==> config.mk <==
export PLATFORM = sky130hd
export DESIGN_NAME = julia_escape_time
export DESIGN_NICKNAME = d
export VERILOG_FILES = /design/src/hw/rtl/jet_pkg.sv /design/src/hw/rtl/julia_escape_time.sv /design/src/hw/rtl/jet_cfg.sv /design/src/hw/rtl/jet_mult.sv /design/src/hw/rtl/jet_seq.sv
export SDC_FILE = /design/constraint.sdc
export NUM_CORES = 2
export LEC_CHECK = 0
export BUFFER_PORTS_ARGS = -buffer_cell sky130_fd_sc_hd__buf_2
export CORE_UTILIZATION = 66
export CTS_BUF_LIST = sky130_fd_sc_hd__clkbuf_16
export CTS_CLUSTER_DIAMETER = 100
export CTS_CLUSTER_SIZE = 30
export DETAILED_ROUTE_END_ITERATION = 12
export PLACE_DENSITY = 0.84
export RECOVER_POWER = 50
export SKIP_LAST_GASP = 1
export SLEW_MARGIN = 20
export SYNTH_ARGS = -nofsm -noshare
export SYNTH_HDL_FRONTEND = slang
export SYNTH_SLANG_ARGS = --single-unit
==> constraint.sdc <==
create_clock -name clk -period 14.1 [get_ports clk]
set_input_delay 2.82 -clock clk [delete_from_list [all_inputs] [get_ports clk]]
set_output_delay 2.82 -clock clk [all_outputs]
set_load 0.1 [all_outputs]
==> src/hw/rtl/jet_pkg.sv <==
// jet_pkg: shared types, widths and constants of the Julia escape-time block.
// No dependencies; used by every module under hw/rtl.
package jet_pkg;

  // Number format and counter width
  localparam int FRAC_BITS  = 28;
  localparam int COUNT_BITS = 8;
  localparam int DATA_W     = 32;

  // Magnitude of a component that is at most 2, and its square / sum of squares
  localparam int MAG_W  = FRAC_BITS + 2;
  localparam int PROD_W = 2 * MAG_W;
  localparam int SUM_W  = PROD_W + 1;

  // Running z component: update result (up to 4) plus a full 32-bit c
  localparam int Z_W = ((FRAC_BITS + 3 > DATA_W) ? FRAC_BITS + 3 : DATA_W) + 2;

  // 2 at the component scale, 4 at the squared scale
  localparam logic signed [Z_W-1:0] TWO_Q   = Z_W'(2) << FRAC_BITS;
  localparam logic [SUM_W-1:0]      FOUR_SQ = SUM_W'(1) << (2 * FRAC_BITS + 2);

  // APB register map: word index = paddr[ADDR_W-1:2]
  localparam int ADDR_W = 4;
  typedef logic [ADDR_W-3:0] reg_idx_t;
  localparam reg_idx_t REG_C_REAL   = reg_idx_t'(0);
  localparam reg_idx_t REG_C_IMAG   = reg_idx_t'(1);
  localparam reg_idx_t REG_MAX_ITER = reg_idx_t'(2);

  localparam logic [COUNT_BITS-1:0] MAX_ITER_RST = {COUNT_BITS{1'b1}};

  // Sequencer states
  typedef enum logic [2:0] {
    ST_IDLE,
    ST_SQX,
    ST_SQY,
    ST_CMP,
    ST_UPD
  } state_t;

  // Configuration seen by the core
  typedef struct packed {
    logic signed [DATA_W-1:0] c_real;
    logic signed [DATA_W-1:0] c_imag;
    logic [COUNT_BITS-1:0]    max_iterations;
  } cfg_t;

endpackage

==> src/hw/rtl/julia_escape_time.sv <==
// Julia escape-time unit, top level: APB registers, sequencer, shared multiplier.
// Flow: each iteration steps through SQX, SQY, CMP and UPD; a point ends in SQX or CMP,
//   with N = max_iterations (255 at most) as the iteration limit.
// Points: one at a time, a new word taken in the strobe cycle; the shared
//   multiplier runs x*x, y*y, x*y in turn.
// Reset (rst_n, synchronous, active low): idle, c = 0, max_iterations = 255.
// The result word is on the out_ ports for exactly one cycle; no back-pressure.
module julia_escape_time (
  input  logic                               clk,
  input  logic                               rst_n,
  input  logic                               psel,
  input  logic                               penable,
  input  logic                               pwrite,
  input  logic [jet_pkg::ADDR_W-1:0]         paddr,
  input  logic [jet_pkg::DATA_W-1:0]         pwdata,
  output logic [jet_pkg::DATA_W-1:0]         prdata,
  output logic                               pready,
  input  logic                               start,
  output logic                               busy,
  input  logic signed [jet_pkg::DATA_W-1:0]  in_start_real,
  input  logic signed [jet_pkg::DATA_W-1:0]  in_start_imag,
  output logic                               out_valid,
  output logic [jet_pkg::COUNT_BITS-1:0]     out_escape_count
);

  jet_pkg::cfg_t               cfg;
  logic [jet_pkg::MAG_W-1:0]   op_a, op_b;
  logic [jet_pkg::PROD_W-1:0]  prod;

  // Configuration registers
  jet_cfg u_cfg (
    .clk     (clk),
    .rst_n   (rst_n),
    .psel    (psel),
    .penable (penable),
    .pwrite  (pwrite),
    .paddr   (paddr),
    .pwdata  (pwdata),
    .prdata  (prdata),
    .pready  (pready),
    .cfg_o   (cfg)
  );

  // Shared multiplier
  jet_mult u_mult (
    .clk    (clk),
    .op_a_i (op_a),
    .op_b_i (op_b),
    .prod_o (prod)
  );

  // Iteration sequencer
  jet_seq u_seq (
    .clk          (clk),
    .rst_n        (rst_n),
    .cfg_i        (cfg),
    .start_i      (start),
    .start_real_i (in_start_real),
    .start_imag_i (in_start_imag),
    .busy_o       (busy),
    .op_a_o       (op_a),
    .op_b_o       (op_b),
    .prod_i       (prod),
    .out_valid_o  (out_valid),
    .out_count_o  (out_escape_count)
  );

`ifndef SYNTH
  // An accepted word keeps the unit busy next cycle
  a_accept_busy: assert property (@(posedge clk) disable iff (!rst_n)
    (start && !busy) |=> busy)
    else $error("accepted word did not make the unit busy");

  // A result only follows a busy cycle
  a_result_after_busy: assert property (@(posedge clk) disable iff (!rst_n)
    out_valid |-> $past(busy))
    else $error("result strobe without work in progress");

  // The count never exceeds the limit
  a_count_limit: assert property (@(posedge clk) disable iff (!rst_n)
    out_valid |-> (out_escape_count <= cfg.max_iterations))
    else $error("escape count above iteration limit");
`endif

endmodule

==> src/hw/rtl/jet_cfg.sv <==
// jet_cfg: APB register bank holding c and the iteration limit.
// Depends on jet_pkg.
module jet_cfg (
  input  logic                            clk,
  input  logic                            rst_n,
  input  logic                            psel,
  input  logic                            penable,
  input  logic                            pwrite,
  input  logic [jet_pkg::ADDR_W-1:0]      paddr,
  input  logic [jet_pkg::DATA_W-1:0]      pwdata,
  output logic [jet_pkg::DATA_W-1:0]      prdata,
  output logic                            pready,
  output jet_pkg::cfg_t                   cfg_o
);

  jet_pkg::cfg_t    cfg_r;
  jet_pkg::reg_idx_t idx;
  logic             wr_en;

  assign pready = 1'b1;
  assign idx    = paddr[jet_pkg::ADDR_W-1:2];
  assign wr_en  = psel & penable & pwrite & pready;
  assign cfg_o  = cfg_r;

  // Register writes on the access cycle
  always_ff @(posedge clk) begin
    if (!rst_n) begin
      cfg_r.c_real         <= '0;
      cfg_r.c_imag         <= '0;
      cfg_r.max_iterations <= jet_pkg::MAX_ITER_RST;
    end else if (wr_en) begin
      case (idx)
        jet_pkg::REG_C_REAL:   cfg_r.c_real         <= pwdata;
        jet_pkg::REG_C_IMAG:   cfg_r.c_imag         <= pwdata;
        jet_pkg::REG_MAX_ITER: cfg_r.max_iterations <= pwdata[jet_pkg::COUNT_BITS-1:0];
        default: ;
      endcase
    end
  end

  // Read-back mux
  always_comb begin
    case (idx)
      jet_pkg::REG_C_REAL:   prdata = cfg_r.c_real;
      jet_pkg::REG_C_IMAG:   prdata = cfg_r.c_imag;
      jet_pkg::REG_MAX_ITER: prdata = jet_pkg::DATA_W'(cfg_r.max_iterations);
      default:               prdata = '0;
    endcase
  end

endmodule

==> src/hw/rtl/jet_mult.sv <==
// jet_mult: the shared unsigned multiplier with a registered product.
// Depends on jet_pkg; used for x*x, y*y and x*y in turn.
module jet_mult (
  input  logic                         clk,
  input  logic [jet_pkg::MAG_W-1:0]    op_a_i,
  input  logic [jet_pkg::MAG_W-1:0]    op_b_i,
  output logic [jet_pkg::PROD_W-1:0]   prod_o
);

  logic [jet_pkg::PROD_W-1:0] prod_r;

  // One product per cycle, registered
  always_ff @(posedge clk) begin
    prod_r <= jet_pkg::PROD_W'(op_a_i) * jet_pkg::PROD_W'(op_b_i);
  end

  assign prod_o = prod_r;

endmodule

==> src/hw/rtl/jet_seq.sv <==
// jet_seq: sequencer and z datapath; drives the shared multiplier, tests |z|^2
// against 4 and counts iterations. Depends on jet_pkg.
module jet_seq (
  input  logic                               clk,
  input  logic                               rst_n,
  input  jet_pkg::cfg_t                      cfg_i,
  input  logic                               start_i,
  input  logic signed [jet_pkg::DATA_W-1:0]  start_real_i,
  input  logic signed [jet_pkg::DATA_W-1:0]  start_imag_i,
  output logic                               busy_o,
  output logic [jet_pkg::MAG_W-1:0]          op_a_o,
  output logic [jet_pkg::MAG_W-1:0]          op_b_o,
  input  logic [jet_pkg::PROD_W-1:0]         prod_i,
  output logic                               out_valid_o,
  output logic [jet_pkg::COUNT_BITS-1:0]     out_count_o
);

  jet_pkg::state_t state_r, state_nxt;

  logic signed [jet_pkg::Z_W-1:0]    x_r, x_nxt, y_r, y_nxt;
  logic [jet_pkg::PROD_W-1:0]        sx_r, sx_nxt, sy_r, sy_nxt;
  logic [jet_pkg::COUNT_BITS-1:0]    count_r, count_nxt;
  logic                              out_valid_r, out_valid_nxt;
  logic [jet_pkg::COUNT_BITS-1:0]    out_count_r, out_count_nxt;

  logic signed [jet_pkg::Z_W-1:0]    ax_full, ay_full;
  logic [jet_pkg::MAG_W-1:0]         ax, ay;
  logic                              big, at_limit, sq_gt, sq_lt, neg_xy;
  logic [jet_pkg::SUM_W-1:0]         sq_sum;
  logic signed [jet_pkg::SUM_W-1:0]  re_diff, im_prod;
  logic signed [jet_pkg::Z_W-1:0]    nx, ny;

  // Magnitudes; only used once both components are known to be within 2
  assign ax_full = x_r[jet_pkg::Z_W-1] ? -x_r : x_r;
  assign ay_full = y_r[jet_pkg::Z_W-1] ? -y_r : y_r;
  assign ax      = ax_full[jet_pkg::MAG_W-1:0];
  assign ay      = ay_full[jet_pkg::MAG_W-1:0];

  // A component beyond 2 already means |z|^2 > 4
  assign big = (x_r > jet_pkg::TWO_Q) || (x_r < -jet_pkg::TWO_Q) ||
               (y_r > jet_pkg::TWO_Q) || (y_r < -jet_pkg::TWO_Q);
  assign at_limit = (count_r == cfg_i.max_iterations);

  // Exact |z|^2 test; y^2 is still on the multiplier output in ST_CMP
  assign sq_sum = jet_pkg::SUM_W'(sx_r) + jet_pkg::SUM_W'(prod_i);
  assign sq_gt  = sq_sum > jet_pkg::FOUR_SQ;
  assign sq_lt  = sq_sum < jet_pkg::FOUR_SQ;

  // Update: floor((x^2 - y^2) / 2^F) and floor(2xy / 2^F)
  assign neg_xy  = x_r[jet_pkg::Z_W-1] ^ y_r[jet_pkg::Z_W-1];
  assign re_diff = $signed(jet_pkg::SUM_W'(sx_r)) - $signed(jet_pkg::SUM_W'(sy_r));
  assign im_prod = neg_xy ? -$signed(jet_pkg::SUM_W'(prod_i))
                          :  $signed(jet_pkg::SUM_W'(prod_i));
  assign nx = jet_pkg::Z_W'(re_diff >>> jet_pkg::FRAC_BITS);
  assign ny = jet_pkg::Z_W'(im_prod >>> (jet_pkg::FRAC_BITS - 1));

  // State and control registers
  always_ff @(posedge clk) begin
    if (!rst_n) begin
      state_r     <= jet_pkg::ST_IDLE;
      count_r     <= '0;
      out_valid_r <= 1'b0;
    end else begin
      state_r     <= state_nxt;
      count_r     <= count_nxt;
      out_valid_r <= out_valid_nxt;
    end
  end

  // Payload registers
  always_ff @(posedge clk) begin
    x_r         <= x_nxt;
    y_r         <= y_nxt;
    sx_r        <= sx_nxt;
    sy_r        <= sy_nxt;
    out_count_r <= out_count_nxt;
  end

  // Sequencer: SQX -> SQY -> CMP -> UPD per iteration
  always_comb begin
    state_nxt     = state_r;
    x_nxt         = x_r;
    y_nxt         = y_r;
    sx_nxt        = sx_r;
    sy_nxt        = sy_r;
    count_nxt     = count_r;
    out_valid_nxt = 1'b0;
    out_count_nxt = out_count_r;
    op_a_o        = ax;
    op_b_o        = ax;

    case (state_r)
      jet_pkg::ST_IDLE: begin
        if (start_i) begin
          x_nxt     = jet_pkg::Z_W'(start_real_i);
          y_nxt     = jet_pkg::Z_W'(start_imag_i);
          count_nxt = '0;
          state_nxt = jet_pkg::ST_SQX;
        end
      end
      jet_pkg::ST_SQX: begin
        // x^2 issued; escape early on a component beyond 2
        if (big) begin
          out_valid_nxt = 1'b1;
          out_count_nxt = count_r;
          state_nxt     = jet_pkg::ST_IDLE;
        end else begin
          state_nxt = jet_pkg::ST_SQY;
        end
      end
      jet_pkg::ST_SQY: begin
        op_a_o    = ay;
        op_b_o    = ay;
        sx_nxt    = prod_i;
        state_nxt = jet_pkg::ST_CMP;
      end
      jet_pkg::ST_CMP: begin
        // x*y issued while the sum of squares is tested
        op_a_o = ax;
        op_b_o = ay;
        sy_nxt = prod_i;
        if (at_limit) begin
          out_valid_nxt = 1'b1;
          out_count_nxt = sq_lt ? '0 : count_r;
          state_nxt     = jet_pkg::ST_IDLE;
        end else if (sq_gt) begin
          out_valid_nxt = 1'b1;
          out_count_nxt = count_r;
          state_nxt     = jet_pkg::ST_IDLE;
        end else begin
          state_nxt = jet_pkg::ST_UPD;
        end
      end
      jet_pkg::ST_UPD: begin
        x_nxt     = nx + jet_pkg::Z_W'($signed(cfg_i.c_real));
        y_nxt     = ny + jet_pkg::Z_W'($signed(cfg_i.c_imag));
        count_nxt = count_r + jet_pkg::COUNT_BITS'(1);
        state_nxt = jet_pkg::ST_SQX;
      end
      default: begin
        state_nxt = jet_pkg::ST_IDLE;
      end
    endcase
  end

  assign busy_o      = (state_r != jet_pkg::ST_IDLE);
  assign out_valid_o = out_valid_r;
  assign out_count_o = out_count_r;

endmodule

=== Word level (Yosys, flattened, before mapping) ===
Cells that the tools add are included.
W data, S select, Z words.

* RAM bits: 0
* Input port bits: 106
* Memories kept: 0
* Bits in latches: 0
* Memory bits (read-only): 0
* Register bits: 340
* Output and inout bits: 43

* Multiplexer cells: 26
* Multiply operators: 1
* Shifts and indexed selects: 0
* Eq/ne operators: 10
* $add $sub $neg: 8
* Div/mod/pow operators: 0
* Reduce and logical (&&, ||, !) cells: 14
* Bitwise logic cells: 3
* Order comparisons: 6

{| class="wikitable"
|+ Operator list
! cell !! number
|-
| $pmux W34 S2 || 2
|-
| $mux W30 || 4
|-
| $pmux W32 S3 || 1
|-
| $gt A34 B31 Y1 const B || 2
|-
| $lt A34 B30 Y1 const B || 2
|-
| $mux W34 || 2
|-
| $add A60 B60 Y61 || 1
|-
| $gt A61 B59 Y1 const B || 1
|-
| $lt A61 B59 Y1 const B || 1
|-
| $mux W61 || 1
|-
| $neg A60 Y61 || 1
|-
| $sub A60 B60 Y61 || 1
|-
| $mul A30 B30 Y60 || 1
|-
| $neg A30 Y30 || 2
|-
| $mux W8 || 5
|-
| $add A33 B32 Y34 || 1
|-
| $add A34 B32 Y34 || 1
|-
| $pmux W8 S2 || 2
|-
| $pmux W3 S5 || 1
|-
| $mux W3 || 3
|-
| $add A8 B1 Y8 const B || 1
|-
| $eq A8 B8 Y1 || 1
|-
| $reduce_and A2 Y1 || 4
|-
| $eq A3 B2 Y1 const B || 2
|-
| other kinds (19) || 25
|}

=== Longest topological paths before layout ===
* Depth in word-level cells: 6
* Gate-level depth with buffers: 40
* Mapped depth without buffers: 38

=== Hierarchy ===
From an unflattened synthesis, not the netlist that was laid out.

* Cells, all modules: 5916
* Area total of the unflattened synthesis: 53357.4 um^2

{| class="wikitable"
|+ Modules (own cells, without submodules)
! module !! cells an instance !! instances !! seq. area each (um^2) !! area each (um^2)
|-
| jet_mult || 3422 || 1 || 1201.2 || 31063.5
|-
| jet_seq || 2127 || 1 || 6125.9 || 18964.4
|-
| jet_cfg || 367 || 1 || 1441.4 || 3329.4
|}

=== Worst setup path before layout ===
Ideal clock, no wire load.

* Kind: flip-flop to flip-flop
* From: register u_seq.state_r[2]
* To: register u_mult.prod_r, in the netlist u_mult.prod_o[58]
* Period minus slack after synthesis: 11.355 ns
* Arrival: 11.283 ns
* Slack: 2.745 ns
* Buffers on the path: 7
* Cell stages (with the launch flop): 36
* Path through: dfxtp_1 -> clkbuf_1 -> nand2b_1 -> clkbuf_1 -> nor2_1 -> clkbuf_1 -> buf_1 -> buf_1 -> mux2i_1 -> clkbuf_1 -> nand2_1 -> fa_1 -> fa_1 -> fa_1 -> fa_1 -> fa_1 -> inv_1 -> fa_1 -> fa_1 -> inv_1 -> fa_1 -> inv_1 -> ha_1 -> clkbuf_1 -> o21a_1 -> a21oi_1 -> o21ai_0 -> nor4_1 -> a211o_1 -> o21ai_0 -> o41ai_1 -> o21ai_0 -> o41a_1 -> a21o_1 -> a311oi_1 -> xnor2_1

* Longest elaborated chain between the ends: 4
* Elaborated cells on any way between the ends: 6
* Those cells by class: 1 x mul; 2 x eq/ne; 2 x mux; 1 x reduce/logical

{| class="wikitable"
|+ RTL lines
! element !! RTL line !! source
|-
| start, declared || jet_seq.sv:18 || <nowiki>jet_pkg::state_t state_r, state_nxt;</nowiki>
|-
| start signal, assigned || jet_seq.sv:60 || <nowiki>state_r <= jet_pkg::ST_IDLE;</nowiki>
|-
| start signal, assigned || jet_seq.sv:64 || <nowiki>state_r <= state_nxt;</nowiki>
|-
| $eq A3 B2 Y1 || jet_seq.sv:92 || <nowiki>case (state_r)</nowiki>
|-
| $reduce_or A2 Y1 (no line) || - ||
|-
| $mux W30 || jet_seq.sv:92 ||
|-
| $mul A30 B30 Y60 * || jet_mult.sv:14 || <nowiki>prod_r <= jet_pkg::PROD_W'(op_a_i) * jet_pkg::PROD_W'(op_b_i);</nowiki>
|-
| end signal, assigned || jet_mult.sv:14 ||
|-
| end, declared || jet_mult.sv:10 || <nowiki>logic [jet_pkg::PROD_W-1:0] prod_r;</nowiki>
|}

Every way passes the cells marked *; elsewhere a longest branch is shown, timed or not.
A chain may end at the register's enable or synchronous reset.

=== Worst setup path in the final report ===
* From: register u_seq.state_r[1]
* To: register u_mult.prod_r, in the netlist u_mult.prod_o[58]

The elaborated chain is that of the path after synthesis.

==> results.sh <==
export IMPL_status="finished with violations"
export IMPL_violations="capacitance limit, slew limit"
export IMPL_fin_nets=7434
export IMPL_avgRoutedWirePerCell_um=23.06
export IMPL_htree_levels=1
export IMPL_rows=102
export IMPL_drive_above_1_share=0.05312
export IMPL_synth_flop_cell="edfxtp_1"
export IMPL_synth_top_cell_area_share=0.2992
export IMPL_cts_tree="done"
export IMPL_end_kind="register"
export IMPL_grt_max_degree=76
export IMPL_crit_path_start_kind="register"
export IMPL_die_area_um2=80520
export IMPL_fp_dieW_um=283.8
export IMPL_dp_hpwl_um=131900
export IMPL_gr_total_overflow=0
export IMPL_hold_buffers=0
export IMPL_port_buffers=145
export IMPL_cp_required_ns=14.59
export IMPL_coreArea_um2=77980
export IMPL_synth_area_leaders="fa_1 30%, edfxtp_1 11%, ha_1 10%"
export IMPL_drv_slew=307
export IMPL_slowest_stage="clkbuf_1"
export IMPL_ios=149
export IMPL_crit_path_max_fanout=53
export IMPL_postSynthCellCount=6122
export IMPL_num_fill_cells=6146
export IMPL_multi_input_area_um2=39130
export IMPL_cts_resized=0
export IMPL_area_sequential_um2=8768
export IMPL_path_class="register to register"
export IMPL_cts_sinks=340
export IMPL_antenna_found_initial=1
export IMPL_ys_async_sr_fraction=0
export IMPL_synth_cell_types=82
export IMPL_synthToLayoutAreaGrowth_pct=4.220
export IMPL_insertion_delay_ns=0.56
export IMPL_cts_buffers=15
export IMPL_drv_cap=6
export IMPL_period_minus_slack_ns=13.27
export IMPL_drc=0
export IMPL_cp_slowest_stage_delay_ns=1.91
export IMPL_tns_ns=0
export IMPL_die_y_um=283.8
export IMPL_root_buffer="clkbuf_16"
export IMPL_cts_path_max_buffers=3
export IMPL_vias=45107
export IMPL_r2r_setup_slack_ns=0.83
export IMPL_cts_clk_slew_worst_paths_ns=0.12
export IMPL_synth_edf_count=196
export IMPL_routed_via_density=6.300
export IMPL_setup_viol=0
export IMPL_hold_viol=0
export IMPL_worstPathArrival_ns=13.76
export IMPL_cp_top_family="adder cells"
export IMPL_clock_skew_ns=0.02862
export IMPL_start_util=0.6719
export IMPL_grt_pass1_wl_um=251600
export IMPL_synthTopCellsByCount="952 x inv_1, 880 x nand2_1, 783 x fa_1, 668 x nor2_1, 436 x ha_1"
export IMPL_postCtsSetupBuffers=0
export IMPL_wl_um=165100
export IMPL_grt_total_usage=0.4092
export IMPL_detail_route_antenna_nets=0
export IMPL_drtIter0Drc=5021
export IMPL_avgSynthCellArea_um2=8.559
export IMPL_rsz0062_at_grt="false"
export IMPL_min_path_type="register to register"
export IMPL_synth_seq_cells=340
export IMPL_fmax_mhz=75.35
export IMPL_slew_headroom=-1.516
export IMPL_ys_warn_count=0
export IMPL_synth_nets=7447
export IMPL_place_congestion=1.038
export IMPL_netlist_area_um2=52400
export IMPL_drtPass1Iterations=6
export IMPL_tightestPinTransition_ns=3.774
export IMPL_final_period_utilization=0.9413
export IMPL_grt_pass1_vias=44762
export IMPL_yosys_area_top_type="fa_1"
export IMPL_crit_top_cell="fa_1"
export IMPL_crit_buf_inv=5
export IMPL_seq_area_frac_synth=0.1674
export IMPL_synth_most_common_cell="inv_1"
-- state kept, by name, summed over array words and instances (netlist names) --
| name | cells |
|---|---|
| u_cfg.cfg_o | 72 |
| u_mult.prod_o | 60 |
| u_seq.sx_r | 60 |
| u_seq.sy_r | 60 |
| u_seq.x_r | 34 |
| u_seq.y_r | 34 |
| u_seq.count_r | 8 |
| u_seq.out_count_o | 8 |
| u_seq.state_r | 3 |
| u_seq.out_valid_o | 1 |
-- worst min-delay path, delay by kind of cell (launching register included) --
family | cells | cell delay, ns
AOI/OAI and AO/OA | 1 | 0.05
DFF | 1 | 0.34
and+or+nand+nor | 1 | 0.05
-- cells by family (layout without fill, tap and decap cells) --
logic type / Yosys count / in the layout / synth area share
simple gates: 2017 / 2017 / 0.1658
fa+ha+maj: 1219 / 1219 / 0.4033
buf+inv: 1218 / 1214 / 0.08733
compound gates: 1000 / 1000 / 0.1194
flops: 340 / 340 / 0.1674
xor+xnor: 250 / 250 / 0.04179
mux: 77 / 77 / 0.01502
other cells: 1 / 3 / 0.00007157
-- area by class of cell --
class / count / share of cell area
sequential: 340 / 0.1606
clock inverter: 11 / 0.001146
inverter: 952 / 0.06544
timing repair buffer: 236 / 0.02541
antenna: 2 / 0.00009165
clock buffer: 15 / 0.006874
multi-input combinational: 4564 / 0.7166
tap: 1040 / 0.02383
-- routing by layer --
layer | GRT usage | up-vias | part of all wire
met3 | 0.09011 | 666 | 0.12
met1 | 0.5354 | 21884 | 0.37
li1 | - | 19678 | -
met2 | 0.6364 | 2877 | 0.45
met4 | 0.2209 | 2 | 0.065
met5 | 0 | - | 0.000085
-- path summary, 6_finish.rpt --
kind / to / depth (start not counted) / startpoint
max: u_mult.prod_o[58]$_DFF_P_ / 29 / u_seq.state_r[1]$_SDFFE_PN0P_
min: u_cfg.cfg_o[51]$_SDFFE_PN0P_ / 2 / u_cfg.cfg_o[51]$_SDFFE_PN0P_
max reg2reg: u_mult.prod_o[58]$_DFF_P_ / 29 / u_seq.state_r[1]$_SDFFE_PN0P_
min reg2reg: u_cfg.cfg_o[51]$_SDFFE_PN0P_ / 2 / u_cfg.cfg_o[51]$_SDFFE_PN0P_
-- through the flow --
step	utilization	hold slack (ns)	cell area (µm²)	setup slack (ns)	std cells
floorplan	-	0.4530	52400	2.745	6122
global placement	0.6952	0.4627	54210	1.895	7132
detailed placement	0.6952	0.4675	54210	1.658	7132
CTS	0.7008	0.4836	54650	1.632	7158
global route	0.7002	0.5080	54600	0.5876	7158
finish	0.7003	0.4825	54610	0.8279	7160
-- cell usage in the layout (no fill, tap or decap), drive strengths merged, types with 38 or more instances in the layout --
cell    instances
nor3           55
o21a           51
a21o          125
o31ai          45
nand2         880
nor2          668
edfxtp        196
nor2b          38
nand4          54
xnor2         150
mux2i          64
o21ai         245
buf           225
inv           960
a21oi         320
dfxtp         144
nand3          78
fa            783
xor2          100
ha            436
and2           52
Power is not shown: default switching activity piles up to over one toggle a cycle in this logic, so the estimate is an artifact.
